==> config.mk <==
export PLATFORM = sky130hd
export DESIGN_NAME = load_meter_calibration_control
export DESIGN_NICKNAME = d
export VERILOG_FILES = /design/src/lmcc_pkg.sv /design/src/lmcc_ctrl.sv /design/src/lmcc_datapath.sv /design/src/load_meter_calibration_control.sv
export SDC_FILE = /design/constraint.sdc
export NUM_CORES = 2
export LEC_CHECK = 0
export BUFFER_PORTS_ARGS = -buffer_cell sky130_fd_sc_hd__buf_2
export CAP_MARGIN = 30
export CORE_MARGIN = 3
export CORE_UTILIZATION = 55
export DETAILED_ROUTE_END_ITERATION = 6
export PLACE_DENSITY = 0.69
export SYNTH_ARGS = -nofsm -noshare
export SYNTH_HDL_FRONTEND = slang
export SYNTH_HIERARCHICAL = 1
export SYNTH_SLANG_ARGS = --single-unit
==> constraint.sdc <==
create_clock -name clk -period 8 [get_ports clk]
set_clock_uncertainty 0.1 [all_clocks]
set_input_delay 1.6 -clock clk [delete_from_list [all_inputs] [get_ports clk]]
set_output_delay 1.6 -clock clk [all_outputs]
set_load 0.01 [all_outputs]
==> src/lmcc_pkg.sv <==
`timescale 1ns / 1ps
// ----------------------------------------------------------------------------
// Load meter calibration control package
// Shared types, codes and arithmetic constants for the controller and the
// datapath of the load meter calibration block.
// ----------------------------------------------------------------------------
package lmcc_pkg;

	// Default converter width.
	localparam int SAMPLE_BITS_DEF = 12;

	// Field widths.
	localparam int KEY_W    = 3;
	localparam int MODE_W   = 2;
	localparam int DUTY_W   = 8;
	localparam int GAIN_W   = 16;
	localparam int RESULT_W = 16;
	localparam int CFG_IDX_W  = 2;
	localparam int CFG_DATA_W = 16;

	// Configuration register indexes.
	localparam logic [CFG_IDX_W-1:0] CFG_GAIN_Q12   = 2'd0;
	localparam logic [CFG_IDX_W-1:0] CFG_DUTY_LIMIT = 2'd1;

	// Configuration reset values.
	localparam logic [GAIN_W-1:0] GAIN_RESET       = 16'd4096;
	localparam logic [DUTY_W-1:0] DUTY_LIMIT_RESET = 8'd84;

	// Scale factors: volts use 5.0 * 5.7143 * 100 over 4096 (both scaled up by
	// 100), amps use 5.0 * 100 over 4096.
	localparam int K_W = 19;
	localparam logic [K_W-1:0] VOLT_NUM_K = 19'd285715;
	localparam logic [K_W-1:0] VOLT_DEN_K = 19'd409600;
	localparam logic [K_W-1:0] AMP_NUM_K  = 19'd500;
	localparam logic [K_W-1:0] AMP_DEN_K  = 19'd4096;

	// The divider produces one more quotient bit than the result so that an
	// overflow can be seen and saturated.
	localparam int QUO_W     = RESULT_W + 1;
	localparam int DIV_STEPS = QUO_W;
	localparam int STEP_W    = $clog2(DIV_STEPS);

	// Key events.
	typedef enum logic [KEY_W-1:0] {
		KEY_NONE  = 3'd0,
		KEY_OK    = 3'd1,
		KEY_UP    = 3'd2,
		KEY_DOWN  = 3'd3,
		KEY_LEFT  = 3'd4,
		KEY_RIGHT = 3'd5
	} key_t;

	// Operating modes.
	typedef enum logic [MODE_W-1:0] {
		MODE_RUN = 2'd0,
		MODE_OFS = 2'd1,
		MODE_FS  = 2'd2
	} mode_t;

	// Controller states.
	typedef enum logic [2:0] {
		ST_IDLE = 3'd0,
		ST_MUL1 = 3'd1,
		ST_MUL2 = 3'd2,
		ST_DIV  = 3'd3,
		ST_DONE = 3'd4
	} state_t;

	// Commands from the controller to the datapath.
	typedef struct packed {
		logic load;
		logic mul1;
		logic mul2;
		logic div_step;
		logic finish;
	} cmd_t;

	// Status from the datapath to the controller.
	typedef struct packed {
		logic run;
	} sts_t;

endpackage

==> src/lmcc_ctrl.sv <==
`timescale 1ns / 1ps
// ----------------------------------------------------------------------------
// Load meter calibration controller
// Sequences one step: accept, the two multiply states, the divide iterations
// and the output hand-off; a calibration beat goes from accept to the hand-off.
// ----------------------------------------------------------------------------
module lmcc_ctrl
	import lmcc_pkg::*;
(
	input  logic clk,
	input  logic arst_n,
	input  logic in_valid,
	output logic in_stall,
	output logic out_valid,
	input  logic out_stall,
	input  sts_t sts,
	output cmd_t cmd
);

	state_t state_q;
	state_t state_d;
	logic [STEP_W-1:0] step_q;
	logic out_valid_q;
	logic out_free;
	logic div_last;

	// The output register can take a beat when empty or when it drains now.
	assign out_free = !out_valid_q || !out_stall;
	assign div_last = (step_q == STEP_W'(DIV_STEPS - 1));

	// Next state.
	always_comb begin
		state_d = state_q;
		case (state_q)
			ST_IDLE: begin
				if (in_valid) begin
					state_d = sts.run ? ST_MUL1 : ST_DONE;
				end
			end
			ST_MUL1: state_d = ST_MUL2;
			ST_MUL2: state_d = ST_DIV;
			ST_DIV: begin
				if (div_last) begin
					state_d = ST_DONE;
				end
			end
			ST_DONE: begin
				if (out_free) begin
					state_d = ST_IDLE;
				end
			end
			default: state_d = ST_IDLE;
		endcase
	end

	// Outputs and commands.
	always_comb begin
		cmd = '0;
		in_stall = 1'b1;
		case (state_q)
			ST_IDLE: begin
				in_stall = 1'b0;
				cmd.load = in_valid;
			end
			ST_MUL1: cmd.mul1 = 1'b1;
			ST_MUL2: cmd.mul2 = 1'b1;
			ST_DIV:  cmd.div_step = 1'b1;
			ST_DONE: cmd.finish = out_free;
			default: in_stall = 1'b1;
		endcase
	end

	assign out_valid = out_valid_q;

	// State, divide step counter and output valid.
	always_ff @(posedge clk or negedge arst_n) begin
		if (!arst_n) begin
			state_q <= ST_IDLE;
			step_q <= '0;
			out_valid_q <= 1'b0;
		end else begin
			state_q <= state_d;
			if (state_q == ST_DIV) begin
				step_q <= div_last ? '0 : step_q + 1'b1;
			end
			if (cmd.finish) begin
				out_valid_q <= 1'b1;
			end else if (!out_stall) begin
				out_valid_q <= 1'b0;
			end
		end
	end

	// A run-mode beat goes through the multipliers.
	a_run_measures: assert property (@(posedge clk) disable iff (!arst_n)
		in_valid && !in_stall && sts.run |=> state_q == ST_MUL1)
		else $error("run-mode beat did not start a measurement");

	// A calibration-mode beat goes straight to the output hand-off.
	a_cal_skips: assert property (@(posedge clk) disable iff (!arst_n)
		in_valid && !in_stall && !sts.run |=> state_q == ST_DONE)
		else $error("calibration beat did not skip the measurement");

	// A finished result waits while the previous beat is still held.
	a_no_overwrite: assert property (@(posedge clk) disable iff (!arst_n)
		state_q == ST_DONE && out_valid_q && out_stall |=> state_q == ST_DONE)
		else $error("result written over a stalled output beat");

endmodule

==> src/lmcc_datapath.sv <==
`timescale 1ns / 1ps
// ----------------------------------------------------------------------------
// Load meter calibration datapath
// Holds mode, duty, calibration and configuration registers, and two lanes
// (volts, amps) of multiply and restoring divide.
// ----------------------------------------------------------------------------
module lmcc_datapath
	import lmcc_pkg::*;
#(
	parameter int SAMPLE_BITS = SAMPLE_BITS_DEF
) (
	input  logic clk,
	input  logic arst_n,
	input  cmd_t cmd,
	output sts_t sts,
	input  logic cfg_we,
	input  logic [CFG_IDX_W-1:0] cfg_index,
	input  logic [CFG_DATA_W-1:0] cfg_data,
	input  logic [KEY_W-1:0] key,
	input  logic [SAMPLE_BITS-1:0] volt_sample,
	input  logic [SAMPLE_BITS-1:0] amp_sample,
	output logic [MODE_W-1:0] mode,
	output logic [DUTY_W-1:0] duty_step,
	output logic [RESULT_W-1:0] volt_centi,
	output logic [RESULT_W-1:0] amp_centi
);

	localparam int LANES = 2;
	localparam int P_W   = SAMPLE_BITS + K_W;
	localparam int N_W   = P_W + GAIN_W;
	localparam int DEN_W = K_W + SAMPLE_BITS;
	localparam logic [K_W-1:0] NUM_K [LANES] = '{VOLT_NUM_K, AMP_NUM_K};
	localparam logic [K_W-1:0] DEN_K [LANES] = '{VOLT_DEN_K, AMP_DEN_K};

	logic [GAIN_W-1:0] gain_q;
	logic [DUTY_W-1:0] limit_q;
	mode_t mode_q;
	logic [DUTY_W-1:0] duty_q;
	logic [SAMPLE_BITS-1:0] offset_q;
	logic [SAMPLE_BITS-1:0] fs_q;
	logic meas_q;
	mode_t out_mode_q;
	logic [DUTY_W-1:0] out_duty_q;
	logic [RESULT_W-1:0] volt_held_q;
	logic [RESULT_W-1:0] amp_held_q;

	logic [SAMPLE_BITS-1:0] sample [LANES];
	logic [SAMPLE_BITS-1:0] d_q [LANES];
	logic [P_W-1:0] p1_q [LANES];
	logic [DEN_W-1:0] den_q [LANES];
	logic [N_W-1:0] rem_q [LANES];
	logic [N_W-1:0] dvs_q [LANES];
	logic [QUO_W-1:0] quo_q [LANES];
	logic [RESULT_W-1:0] res [LANES];

	key_t key_in;
	mode_t mode_d;
	logic [DUTY_W-1:0] duty_d;

	assign key_in = key_t'(key);
	assign sample[0] = volt_sample;
	assign sample[1] = amp_sample;

	// Mode code three is never reached and counts as run.
	assign sts.run = (mode_q != MODE_OFS) && (mode_q != MODE_FS);

	// Key handling for the run mode.
	always_comb begin
		mode_d = MODE_RUN;
		duty_d = duty_q;
		case (key_in)
			KEY_OK:   mode_d = MODE_OFS;
			KEY_UP:   duty_d = (duty_q >= limit_q) ? '0 : duty_q + 1'b1;
			KEY_DOWN: duty_d = (duty_q == '0) ? limit_q : duty_q - 1'b1;
			default:  duty_d = duty_q;
		endcase
	end

	// Control registers: configuration, mode, duty and calibration points.
	always_ff @(posedge clk or negedge arst_n) begin
		if (!arst_n) begin
			gain_q <= GAIN_RESET;
			limit_q <= DUTY_LIMIT_RESET;
			mode_q <= MODE_RUN;
			duty_q <= '0;
			offset_q <= '0;
			fs_q <= '1;
			meas_q <= 1'b0;
			out_mode_q <= MODE_RUN;
			out_duty_q <= '0;
			volt_held_q <= '0;
			amp_held_q <= '0;
		end else begin
			if (cfg_we) begin
				case (cfg_index)
					CFG_GAIN_Q12:   gain_q <= cfg_data[GAIN_W-1:0];
					CFG_DUTY_LIMIT: limit_q <= cfg_data[DUTY_W-1:0];
					default:        gain_q <= gain_q;
				endcase
			end
			if (cmd.load) begin
				meas_q <= sts.run;
				case (mode_q)
					MODE_OFS: begin
						if (key_in == KEY_LEFT) begin
							offset_q <= volt_sample;
							mode_q <= MODE_FS;
						end else if (key_in == KEY_RIGHT) begin
							mode_q <= MODE_RUN;
						end
					end
					MODE_FS: begin
						if (key_in == KEY_LEFT) begin
							fs_q <= volt_sample;
							mode_q <= MODE_RUN;
						end
					end
					default: begin
						mode_q <= mode_d;
						duty_q <= duty_d;
					end
				endcase
			end
			if (cmd.finish) begin
				out_mode_q <= mode_q;
				out_duty_q <= duty_q;
				if (meas_q) begin
					volt_held_q <= res[0];
					amp_held_q <= res[1];
				end
			end
		end
	end

	// Saturate on an overflow quotient bit. A zero full scale makes every
	// divide step succeed, so it saturates as well.
	always_comb begin
		for (int i = 0; i < LANES; i++) begin
			res[i] = quo_q[i][QUO_W-1] ? '1 : quo_q[i][RESULT_W-1:0];
		end
	end

	// Measurement lanes: offset removal, two multiplies, restoring divide.
	always_ff @(posedge clk) begin
		for (int i = 0; i < LANES; i++) begin
			if (cmd.load) begin
				d_q[i] <= (sample[i] > offset_q) ? sample[i] - offset_q : '0;
			end
			if (cmd.mul1) begin
				p1_q[i] <= P_W'(d_q[i]) * P_W'(NUM_K[i]);
				den_q[i] <= DEN_W'(DEN_K[i]) * DEN_W'(fs_q);
			end
			if (cmd.mul2) begin
				rem_q[i] <= N_W'(p1_q[i]) * N_W'(gain_q);
				dvs_q[i] <= {den_q[i], {RESULT_W{1'b0}}};
				quo_q[i] <= '0;
			end
			if (cmd.div_step) begin
				if (rem_q[i] >= dvs_q[i]) begin
					rem_q[i] <= rem_q[i] - dvs_q[i];
					quo_q[i] <= {quo_q[i][QUO_W-2:0], 1'b1};
				end else begin
					quo_q[i] <= {quo_q[i][QUO_W-2:0], 1'b0};
				end
				dvs_q[i] <= dvs_q[i] >> 1;
			end
		end
	end

	assign mode = out_mode_q;
	assign duty_step = out_duty_q;
	assign volt_centi = volt_held_q;
	assign amp_centi = amp_held_q;

	// A zero full scale reads as full range on both channels.
	a_zero_fs_sat: assert property (@(posedge clk) disable iff (!arst_n)
		cmd.finish && meas_q && fs_q == '0 |=> volt_held_q == '1 && amp_held_q == '1)
		else $error("zero full scale did not saturate");

	// Calibration points stay put while a measurement is running.
	a_cal_stable: assert property (@(posedge clk) disable iff (!arst_n)
		cmd.mul1 || cmd.mul2 || cmd.div_step |=> $stable(offset_q) && $stable(fs_q))
		else $error("calibration changed during a measurement");

	// Held measurements change only at the output hand-off.
	a_held_stable: assert property (@(posedge clk) disable iff (!arst_n)
		!cmd.finish |=> $stable(volt_held_q) && $stable(amp_held_q))
		else $error("held measurement changed outside the hand-off");

endmodule

==> src/load_meter_calibration_control.sv <==
`timescale 1ns / 1ps
// ----------------------------------------------------------------------------
// Load meter calibration control
// One front-panel step of an electronic load: key handling, PWM duty,
// offset and full-scale calibration, and scaled volt and amp readings.
//
// Usage: each input beat (in_valid, in_stall) carries a key and one sample
// per channel; each beat gives exactly one output beat (out_valid,
// out_stall) with the mode, duty step and last measured values.
// In run mode a beat goes from accept through the two multiplies, then
// 17 restoring divide iterations, both channels in parallel lanes, then
// the output hand-off. In calibration modes a beat goes straight from
// accept to the hand-off. The next beat is accepted the cycle after the
// hand-off, so a beat is only taken once the one before it is handed off.
// A new beat is accepted while the previous result still waits in the output
// register; a stalled receiver holds that result and the block stops before
// its next hand-off. Configuration writes take effect at once and belong
// to idle periods. Reset restores run mode, duty 0, offset 0, full scale at
// maximum, zero readings, gain 1.0 and a duty limit of 84.
// ----------------------------------------------------------------------------
module load_meter_calibration_control
	import lmcc_pkg::*;
#(
	parameter int SAMPLE_BITS = SAMPLE_BITS_DEF
) (
	input  logic clk,
	input  logic arst_n,
	input  logic cfg_we,
	input  logic [CFG_IDX_W-1:0] cfg_index,
	input  logic [CFG_DATA_W-1:0] cfg_data,
	input  logic in_valid,
	output logic in_stall,
	input  logic [KEY_W-1:0] key,
	input  logic [SAMPLE_BITS-1:0] volt_sample,
	input  logic [SAMPLE_BITS-1:0] amp_sample,
	output logic out_valid,
	input  logic out_stall,
	output logic [MODE_W-1:0] mode,
	output logic [DUTY_W-1:0] duty_step,
	output logic [RESULT_W-1:0] volt_centi,
	output logic [RESULT_W-1:0] amp_centi
);

	cmd_t cmd;
	sts_t sts;

	// Sequencer.
	lmcc_ctrl u_ctrl (
		.clk       (clk),
		.arst_n    (arst_n),
		.in_valid  (in_valid),
		.in_stall  (in_stall),
		.out_valid (out_valid),
		.out_stall (out_stall),
		.sts       (sts),
		.cmd       (cmd)
	);

	// Registers and arithmetic.
	lmcc_datapath #(
		.SAMPLE_BITS (SAMPLE_BITS)
	) u_datapath (
		.clk         (clk),
		.arst_n      (arst_n),
		.cmd         (cmd),
		.sts         (sts),
		.cfg_we      (cfg_we),
		.cfg_index   (cfg_index),
		.cfg_data    (cfg_data),
		.key         (key),
		.volt_sample (volt_sample),
		.amp_sample  (amp_sample),
		.mode        (mode),
		.duty_step   (duty_step),
		.volt_centi  (volt_centi),
		.amp_centi   (amp_centi)
	);

endmodule

==> flow_summary_export.csv <==
group,metric,value,unit
timing,fmax,133.8,MHz
yosys,ys_seq_area_share,22.50,%
setup_path,critPathSlowestCell,"dfrtp_2",
route,routed-wl-met3,9704,um
grt,grt_max_degree,70,
grt,grt_usage,26.50,%
yosys,ys_types,91,
clock_network,numCtsBuffers,52,
route,postRouteAntennaNets,0,
grt,grt_pass1_wl,216300,um
run,cap_violations,0,
route,wire_per_inst,18.98,um
run_status,outcome,"finished, final reports clean",
clock_network,clk_pin_slew,60,ps
timing,max_slew_margin,35.31,%
yosys,synth_cells,5724,
timing,rsz0062_at_grt,"false",
yosys,synth_fp_nets,7061,
route,drt_iter0_drc,2776,
route,wl_met2,61980,um
timing,fin_crit_sh,93.46,%
route,avgViaCountPerCell,5.633,
floorplanning,rows,114,
yosys,netlist_area,54370,sq um
final_layout,fin_nets,7043,
floorplanning,die_w,320.4,um
yosys,async_flop_share,25.88,%
timing,tightest_slew,970.3,ps
final_layout,fill_cells,8388,
route,drt-met1-wl,57270,um
route,drt_wl_total,133400,um
place,dp_slack,662.3,ps
setup_path,arrival,7860,ps
timing,fin_tns_setup,0,ps
setup_path,path_class,"flop to flop",
final_layout,finish.utilization,59.47,%
floorplanning,fp.dieH,320.4,um
grt,antenna_found_initial,5,
yosys,synth_compound_area_share,9.602,%
clock_network,tritoncts,"yes",
final_layout,drive_gt1_share,6.835,%
final_layout,multi_input_area,37380,sq um
setup_path,path_common_cell,"fa_1",
yosys,synth_xor_area_share,3.463,%
floorplanning,design.core.area,97420,sq um
floorplanning,start_util,55.81,%
yosys,synth_top_area_cell,"fa_1",
setup_path,path_cells,"nand2_1 -> fa_1 -> inv_1 -> fa_1 -> fa_1 -> fa_1 -> fa_1 -> inv_1 -> fa_1 -> inv_1 -> ha_1 -> and4_1 -> and3_1 -> nand4_1 -> o211ai_1 -> o41ai_2 -> o31ai_1 -> buf_4 -> a31oi_1 -> a21boi_0 -> a211o_1 -> o211ai_1",
place,post_dp_cell_area,56120,sq um
setup_path,cp_num_buf_inv,4,
floorplanning,pin_count,94,
final_layout,final_cell_mix,"inv_1, fa_1, nand2_1",
clock_network,htreeDepth,2,
yosys,synth_fa_ha_area_share,39.72,%
clock_network,cts_setup_buffers,0,
setup_path,critPathMaxStageDelay,970,ps
final_layout,final_common_cell,"inv_1",
yosys,synth-edff-count,315,
clock_network,cts_hold_buffers,0,
min_path,hold_class,"flop to flop",
clock_network,clock_latency,670,ps
route,drc,0,
clock_network,clock_sinks,425,
setup_path,startpoint_type,"flop",
yosys,synth_warnings,6,
clock_network,clk_path_buf_depth,3,
route,vias,39590,
yosys,ys.flop_type,"edfxtp_1",
floorplanning,die-area,102700,sq um
yosys,synth_area_leaders,"fa_1, edfxtp_1, ha_1",
timing,setup_violations,0,
grt,grt_pass1_vias,40400,
setup_path,end_kind,"flop",
yosys,synth_top_cell_area_share,26.95,%
place,place_congestion,0.9609,
grt,grt_overflow,0,
place,portBuffers,93,
setup_path,crit_family,"adder cells",
final_layout,final_area,57930,sq um
clock_network,clock-root-buffer,"clkbuf_16",
yosys,ys_seq_elements,425,
route,dr.max_layer_used,"met5",
timing,period_minus_slack,7476,ps
yosys,yosys.area_share.simple,14.16,%
timing,hold_violations,0,
yosys,synthMuxAreaShare,1.735,%
yosys,synth_top_family_by_area,"adder cells",
place,dp.final_hpwl,104800,um
setup_path,worstPathMaxFanout,32,
final_layout,syn2layout_area_growth,6.544,%
final_layout,regArea,12240,sq um
setup_path,worstPathRequired,8390,ps
yosys,avgSynthCellArea,9.499,sq um
clock_network,ctsResizeCount,0,
timing,layout_setup_ws,523.5,ps
timing,slew_violations,0,
route,dr.pass1.iters,6,
==> flip-flops by register name, summed over array words and instances (netlist names) <==
register / flops
u_ctrl/state_q: 3
u_ctrl/out_valid: 1
u_ctrl/step_q: 5
u_datapath/p1_q: 50
u_datapath/meas_q: 1
u_datapath/mode_q: 2
u_datapath/den_q: 26
u_datapath/dvs_q: 87
u_datapath/d_q: 24
u_datapath/amp_centi: 16
u_datapath/duty_q: 8
u_datapath/gain_q: 16
u_datapath/duty_step: 8
u_datapath/rem_q: 94
u_datapath/offset_q: 12
u_datapath/volt_centi: 16
u_datapath/limit_q: 8
u_datapath/mode: 2
u_datapath/fs_q: 12
u_datapath/quo_q: 34
==> final timing paths <==
path                                      startpoint                      end  slack [ps]  cells after the start
max in group asynchronous                     arst_n     u_datapath/gain_q[0]        5500                      2
worst min register to register      u_ctrl/step_q[3]         u_ctrl/step_q[3]         400                      1
min in group asynchronous                     arst_n         u_ctrl/out_valid         870                      1
worst max register to register  u_datapath/gain_q[7]  u_datapath/rem_q[0][45]         520                     22
worst min-delay path                u_ctrl/step_q[3]         u_ctrl/step_q[3]         400                      1
worst max-delay path            u_datapath/gain_q[7]  u_datapath/rem_q[0][45]         520                     22
==> per-layer routing <==
layer | vias to the layer above | global-route usage [%]
li1 | 18330 | -
met5 | - | 0
met1 | 19720 | 36.55
met4 | 4 | 8.566
met3 | 274 | 4.449
met2 | 1261 | 42.98
==> per-stage QoR <==
stage	hold WS, ps	std cells
floorplan	368.2	5724
global placement	383.6	6925
detailed placement	391.5	6927
CTS	406.0	7025
global route	419.2	7026
finish	398.3	7028
==> kinds of logic after synthesis <==
group,Yosys count
AO/OA/AOI/OAI,827
XOR/XNOR,215
adder cells (fa/ha/maj),1287
buffers and inverters,1265
flip-flops,425
multiplexers,85
AND/OR/NAND/NOR,1620
==> synthesized netlist by cell type (7+ instances only) <==
cell type and n:
a211o_1 10, a211oi_1 21, a21boi_0 8, a21o_1 106, a21oi_1 290, a221o_1 7
a31oi_1 23, and2_1 366, and3_1 23, buf_2 7, clkbuf_1 212, dfrtp_1 94
dfstp_2 16, edfxtp_1 315, fa_1 732, ha_1 555, inv_1 1029, mux2_2 74
mux2i_1 11, nand2_1 672, nand2b_1 26, nand3_1 50, nand4_1 39, nor2_1 289
nor2b_1 29, nor3_1 46, o211ai_1 15, o21a_1 32, o21ai_0 164, o21ai_1 14
o21bai_1 37, o31a_1 7, o31ai_1 22, o41ai_1 7, or2_2 17, or3_1 26
xnor2_1 145, xor2_1 70
==> layout make-up <==
type / count / share of cell area (%)
tap: 1276 / 2.756
sequential: 425 / 21.13
clock buffer: 62 / 2.397
multi-input combinational: 4034 / 64.52
antenna: 2 / 0.008639
inverter: 1032 / 6.687
clock inverter: 36 / 0.6717
timing repair buffer: 161 / 1.831
Power is left out: the tool's default activity adds up to more than one toggle a clock period on the data nets, which glitch-free logic cannot reach.
